File: config.mk
export PLATFORM = sky130hd
export DESIGN_NAME = ambrot_csr
export DESIGN_NICKNAME = d
export VERILOG_FILES = /design/src/rtl/ambrot_pkg.sv /design/src/rtl/ambrot_csr.sv
export SDC_FILE = /design/constraint.sdc
export NUM_CORES = 1
export LEC_CHECK = 0
export ABC_AREA = 1
export CELL_PAD_IN_SITES_DETAIL_PLACEMENT = 1
export CELL_PAD_IN_SITES_GLOBAL_PLACEMENT = 1
export CORE_ASPECT_RATIO = 0.7
export CORE_MARGIN = 3
export CORE_UTILIZATION = 42
export DETAILED_ROUTE_END_ITERATION = 10
export DONT_BUFFER_PORTS = 1
export MAX_ROUTING_LAYER = met4
export PLACE_DENSITY_LB_ADDON = 0.3
export SLEW_MARGIN = 10
export SYNTH_ARGS = -nofsm -noshare
export SYNTH_HDL_FRONTEND = slang
export SYNTH_SLANG_ARGS = --single-unit
File: constraint.sdc
create_clock -name clock -period 1.21 [get_ports clock]
set_input_delay 0 -clock clock [delete_from_list [all_inputs] [get_ports clock]]
set_output_delay 0 -clock clock [all_outputs]
set_load 0.02 [all_outputs]
File: src/rtl/ambrot_pkg.sv
`timescale 1ns / 1ps
`default_nettype none
// -----------------------------------------------------------------------------
// ambrot_pkg
// Types and constants shared by the first-order ambisonic rotator.
// -----------------------------------------------------------------------------
package ambrot_pkg;

   localparam int unsigned SAMPLE_BITS        = 24;
   localparam int unsigned COEF_FRAC_BITS_DEF = 16;
   localparam int unsigned CSR_DATA_BITS      = 32;
   localparam int unsigned CSR_ADDR_BITS      = 5;
   localparam int unsigned NUM_REGS           = 6;
   localparam int unsigned REG_IDX_BITS       = 3;

   typedef logic [REG_IDX_BITS-1:0] reg_idx_type;

   localparam reg_idx_type REG_COS_YAW   = 3'd0;
   localparam reg_idx_type REG_SIN_YAW   = 3'd1;
   localparam reg_idx_type REG_COS_PITCH = 3'd2;
   localparam reg_idx_type REG_SIN_PITCH = 3'd3;
   localparam reg_idx_type REG_COS_ROLL  = 3'd4;
   localparam reg_idx_type REG_SIN_ROLL  = 3'd5;

   typedef logic signed [SAMPLE_BITS-1:0] sample_type;

   typedef struct packed {
      sample_type w_in;
      sample_type y_in;
      sample_type z_in;
      sample_type x_in;
   } req_payload_type;

   typedef struct packed {
      sample_type w_out;
      sample_type y_out;
      sample_type z_out;
      sample_type x_out;
   } rsp_payload_type;

   // channels a cell does not rotate, carried alongside
   typedef struct packed {
      sample_type p0;
      sample_type p1;
   } pass_type;

endpackage : ambrot_pkg
`default_nettype wire

File: src/rtl/ambrot_csr.sv
`timescale 1ns / 1ps
`default_nettype none
// -----------------------------------------------------------------------------
// ambrot_csr
// Coefficient register file behind the APB-style port (sines and cosines).
// -----------------------------------------------------------------------------
module ambrot_csr
   import ambrot_pkg::*;
#(
   parameter int unsigned COEF_FRAC_BITS = COEF_FRAC_BITS_DEF
) (
   input  wire logic                              clock,
   input  wire logic                              reset,
   input  wire logic                              csr_psel,
   input  wire logic                              csr_penable,
   input  wire logic                              csr_pwrite,
   input  wire logic [CSR_ADDR_BITS-1:0]          csr_paddr,
   input  wire logic [CSR_DATA_BITS-1:0]          csr_pwdata,
   output logic      [CSR_DATA_BITS-1:0]          csr_prdata,
   output logic                                   csr_pready,
   output logic      [NUM_REGS-1:0][COEF_FRAC_BITS+1:0] coef
);

   localparam int unsigned COEF_BITS = COEF_FRAC_BITS + 2;
   localparam logic [COEF_BITS-1:0] COEF_ONE = COEF_BITS'(1) << COEF_FRAC_BITS;

   logic [NUM_REGS-1:0][COEF_BITS-1:0] coef_ff;
   logic [NUM_REGS-1:0][COEF_BITS-1:0] coef_in;
   reg_idx_type                        idx;
   logic                               idx_ok;
   logic [COEF_BITS-1:0]               rd_sel;

   assign idx    = csr_paddr[REG_IDX_BITS+1:2];
   assign idx_ok = (idx <= REG_SIN_ROLL);

   always_comb begin
      coef_in = coef_ff;
      if (csr_psel && csr_penable && csr_pwrite && idx_ok) begin
         coef_in[idx] = csr_pwdata[COEF_BITS-1:0];
      end
   end

   always_ff @(posedge clock) begin
      if (reset) begin
         coef_ff[REG_COS_YAW]   <= COEF_ONE;
         coef_ff[REG_SIN_YAW]   <= '0;
         coef_ff[REG_COS_PITCH] <= COEF_ONE;
         coef_ff[REG_SIN_PITCH] <= '0;
         coef_ff[REG_COS_ROLL]  <= COEF_ONE;
         coef_ff[REG_SIN_ROLL]  <= '0;
      end else begin
         coef_ff <= coef_in;
      end
   end

   always_comb begin
      rd_sel = '0;
      if (idx_ok) begin
         rd_sel = coef_ff[idx];
      end
   end

   // registers read back sign-extended
   assign csr_prdata = {{(CSR_DATA_BITS-COEF_BITS){rd_sel[COEF_BITS-1]}}, rd_sel};
   assign csr_pready = 1'b1;
   assign coef       = coef_ff;

endmodule : ambrot_csr
`default_nettype wire

==> summary.md <==
| Metric | Value |
|---|---|
| Status | `finished with violations` |
| Failing checks | `hold timing, setup timing` |
| Avg Cell Area, Syn | `6.06 µm²` |
| Critical path arrival | `1.41 ns` |
| I/O pin total | `183` |
| Worst Path Max Fanout | `15` |
| Peak VDD IR | `0.000701 V` |
| Req. time, crit path | `1.21 ns` |
| CP top delay family | `simple AND/OR/NAND/NOR gates` |
| Worst setup path start | `coef[53]` |
| DR vias/cell | `5.21` |
| Area post-placement | `6280 µm²` |
| Synth Flop Type | `dfxtp_1` |
| Vias in the first global route | `6,271` |
| Post-Route WL | `20,600 µm` |
| Clock root buffer | `clkbuf_16` |
| Worst Hold Class | `in2reg` |
| DP Wirelength | `14,300 µm` |
| Critical Path Start Type | `flop` |
| Clk slew on worst S/H paths | `0.07 ns` |
| Crit path buf inv count | `1` |
| Starting Density | `0.436` |
| Max FFs per register | `108` |
| Slew Limit Fails | `0` |
| Overall routing resource usage | `0.293` |
| RR Startpoint | `coef[26]` |
| Worst setup EP type | `output port` |
| Clock Skews | `0 ns` |
| Top-count cell post-synth | `nand2_1` |
| Layout area overhead | `24.8%` |
| Sequential area share after synthesis | `0.394` |
| Setup WS post-layout | `-0.199 ns` |
| RePlAce Congestion | `around 0.9` |
| Mapped Nets | `around 950` |
| Largest net degree at the start of global routing | `between 100 and 150` |
| Grt ovf | `0` |
| # DRC | `0` |
| Path type of the worst setup path | `reg2out` |
| Crit-path max cell delay | `0.33 ns` |
| Most used cell, CP | `nand2_1` |
| Via count | `5,962` |
| Post-Syn Area | `5490 µm²` |
| CTS tree | `done` |
| #FFs+latches synth | `between 100 and 150` |
| Number of synthesized flops with an enable pin | `0` |
| Unique cell type count in the Yosys netlist | `19` |
| Final nets | `1,020` |
| WL/cell | `18.0 µm` |
| Inserted Clock Buffers | `9` |
| Hold Crit Start | `csr_pwdata[11]` |
| Yosys warning total | `0` |
| Post-DRT Antenna Nets | `0` |
| Cell count after synthesis | `906` |
| Layout Utilization | `0.544` |
| Power Dens Cells | `1090 nW/µm²` |
| Ant diodes | `0` |
| CP max-delay cell | `dfxtp_2` |
| Final setup violation count | `15` |
| Share of the synthesized area in the top cell type | `0.394` |
| Layout cell share with drive strength beyond 1 | `0.233` |
| DRT iter0 DRCs | `320` |
| Max_cap viols | `0` |
| H-tree levels | `3` |
| Top cells by count, synth | `363 x nand2_1, 223 x nor2_1, 108 x dfxtp_1` |
| Rows | `34` |
| DIE AREA | `14,500 µm²` |
| Crit-path cells | `nand2_1, nand2_1, nand2_1, nand2_1, nand2_2, nand2_4, buf_16` |
| Die width | `143 µm` |
| Core Region | `about 13,000 µm²` |
| Clock buffer depth | `2` |
| Cells taking the most area after synthesis | `dfxtp_1 39%, nand2_1 25%, nor2_1 15%` |
| Tmin final | `1.41 ns` |
| Post-route cell area | `6850 µm²` |
| Hold slack | `-0.00224 ns` |
| Fmax | `around 0.71 GHz` |
| Cell taking the most area after synthesis | `dfxtp_1` |
| Port Buf Inserts | `0` |
| Final worst path period share | `1.16` |
| Hold Vio Cnt, Final | `2` |
| Asr flop ratio synth | `0` |
| Worst skew pair latency | `0.35 ns` |
| First-pass GRT wire length | `roughly 33,000 µm` |
| RSZ-0062 raised after global routing | `true` |
| Static leakage | `3.23 nW` |
| Antenna violations before repair | `0` |
| TritonRoute pass-1 iters | `4` |
| Clock sink count | `108` |
| Die height | `102 µm` |
==> layout make-up <==
cell class,instances,area [µm²]
fillers,1716,5740
multi-input cells,696,2900
repair buffers,128,1090
flip-flops and latches,108,2230
clock inverters,3,46.3
well taps,162,203
inverters,35,134
clock buffers,13,250
==> stage by stage <==
step,total power [mW],hold WS (ns),instances,setup WS [ns],setup TNS [ns]
global placement,4.42,0.128,1117,0.125,0
floorplan,4.25,0.126,906,0.0699,0
finish,7.46,-0.00224,1145,-0.199,-2.95
CTS,7.47,0.00193,1140,-0.212,-3.16
detailed placement,4.45,0.136,1117,0.0953,0
global route,7.74,0.0310,1145,-0.290,-4.64
==> repair_timing <==
item,4_1_cts,5_1_grt
buffers inserted,0,5
resized for setup,32,51
hold buffers,7,0
endpoints found under the setup margin,32,32
endpoints found under the hold margin,11,0
pin swaps,1,17
==> where the power goes <==
part	internal, mW	leakage (nW)	switching, mW
clock network	1.67	0.140	1.38
logic	0.231	2.19	0.540
registers	3.60	0.896	0.0393
==> path summary, 6_finish.rpt <==
kind / endpoint / cells after the start / slack (ns)
worst max-delay path: csr_prdata[18] / 7 / -0.20
worst min-delay path: coef[65] / 4 / -0.002
worst max register to register: coef[26] / 4 / 0.33
worst min register to register: coef[83] / 2 / 0.51
==> placed cells by master, fill, tap and decap left out, drive strengths merged <==
cell | synthesis | layout
nand3 | 85 | 85
clkinv | 1 | 3
a21oi | 12 | 12
inv | 34 | 33
clkinvlp | 0 | 1
buf | 60 | 121
bufinv | 0 | 1
clkbuf | 7 | 13
o21ai | 3 | 3
dlygate4sd3 | 0 | 7
dfxtp | 108 | 108
nand2 | 363 | 363
nor2 | 232 | 232
conb | 1 | 1
==> cell families after synthesis <==
| logic type | count (synthesis) | synth area share |
|---|---|---|
| and+or+nand+nor | 680 | 0.496 |
| AOI/OAI and AO/OA | 15 | 0.0137 |
| buffers and inverters | 102 | 0.0953 |
| other | 1 | 0.000683 |
| DFF | 108 | 0.394 |
==> worst min-delay path: stages <==
cell	delay, ns
inv_1	0.11
nand2_1	0.10
nand2_1	0.04
nor2_1	0.07
==> routing by layer <==
| metal | share of wire | vias to the layer above | routed length (µm) | track usage |
|---|---|---|---|---|
| li1 | - | 2879 | - | - |
| met1 | 0.39 | 2869 | 8080 | 0.327 |
| met2 | 0.51 | 180 | 10400 | 0.507 |
| met3 | 0.077 | 34 | 1580 | 0.0802 |
| met4 | 0.026 | 0 | 526 | 0.106 |
| met5 | 0 | - | 0 | - |
Note: power is estimated with default switching activity, not from simulation.
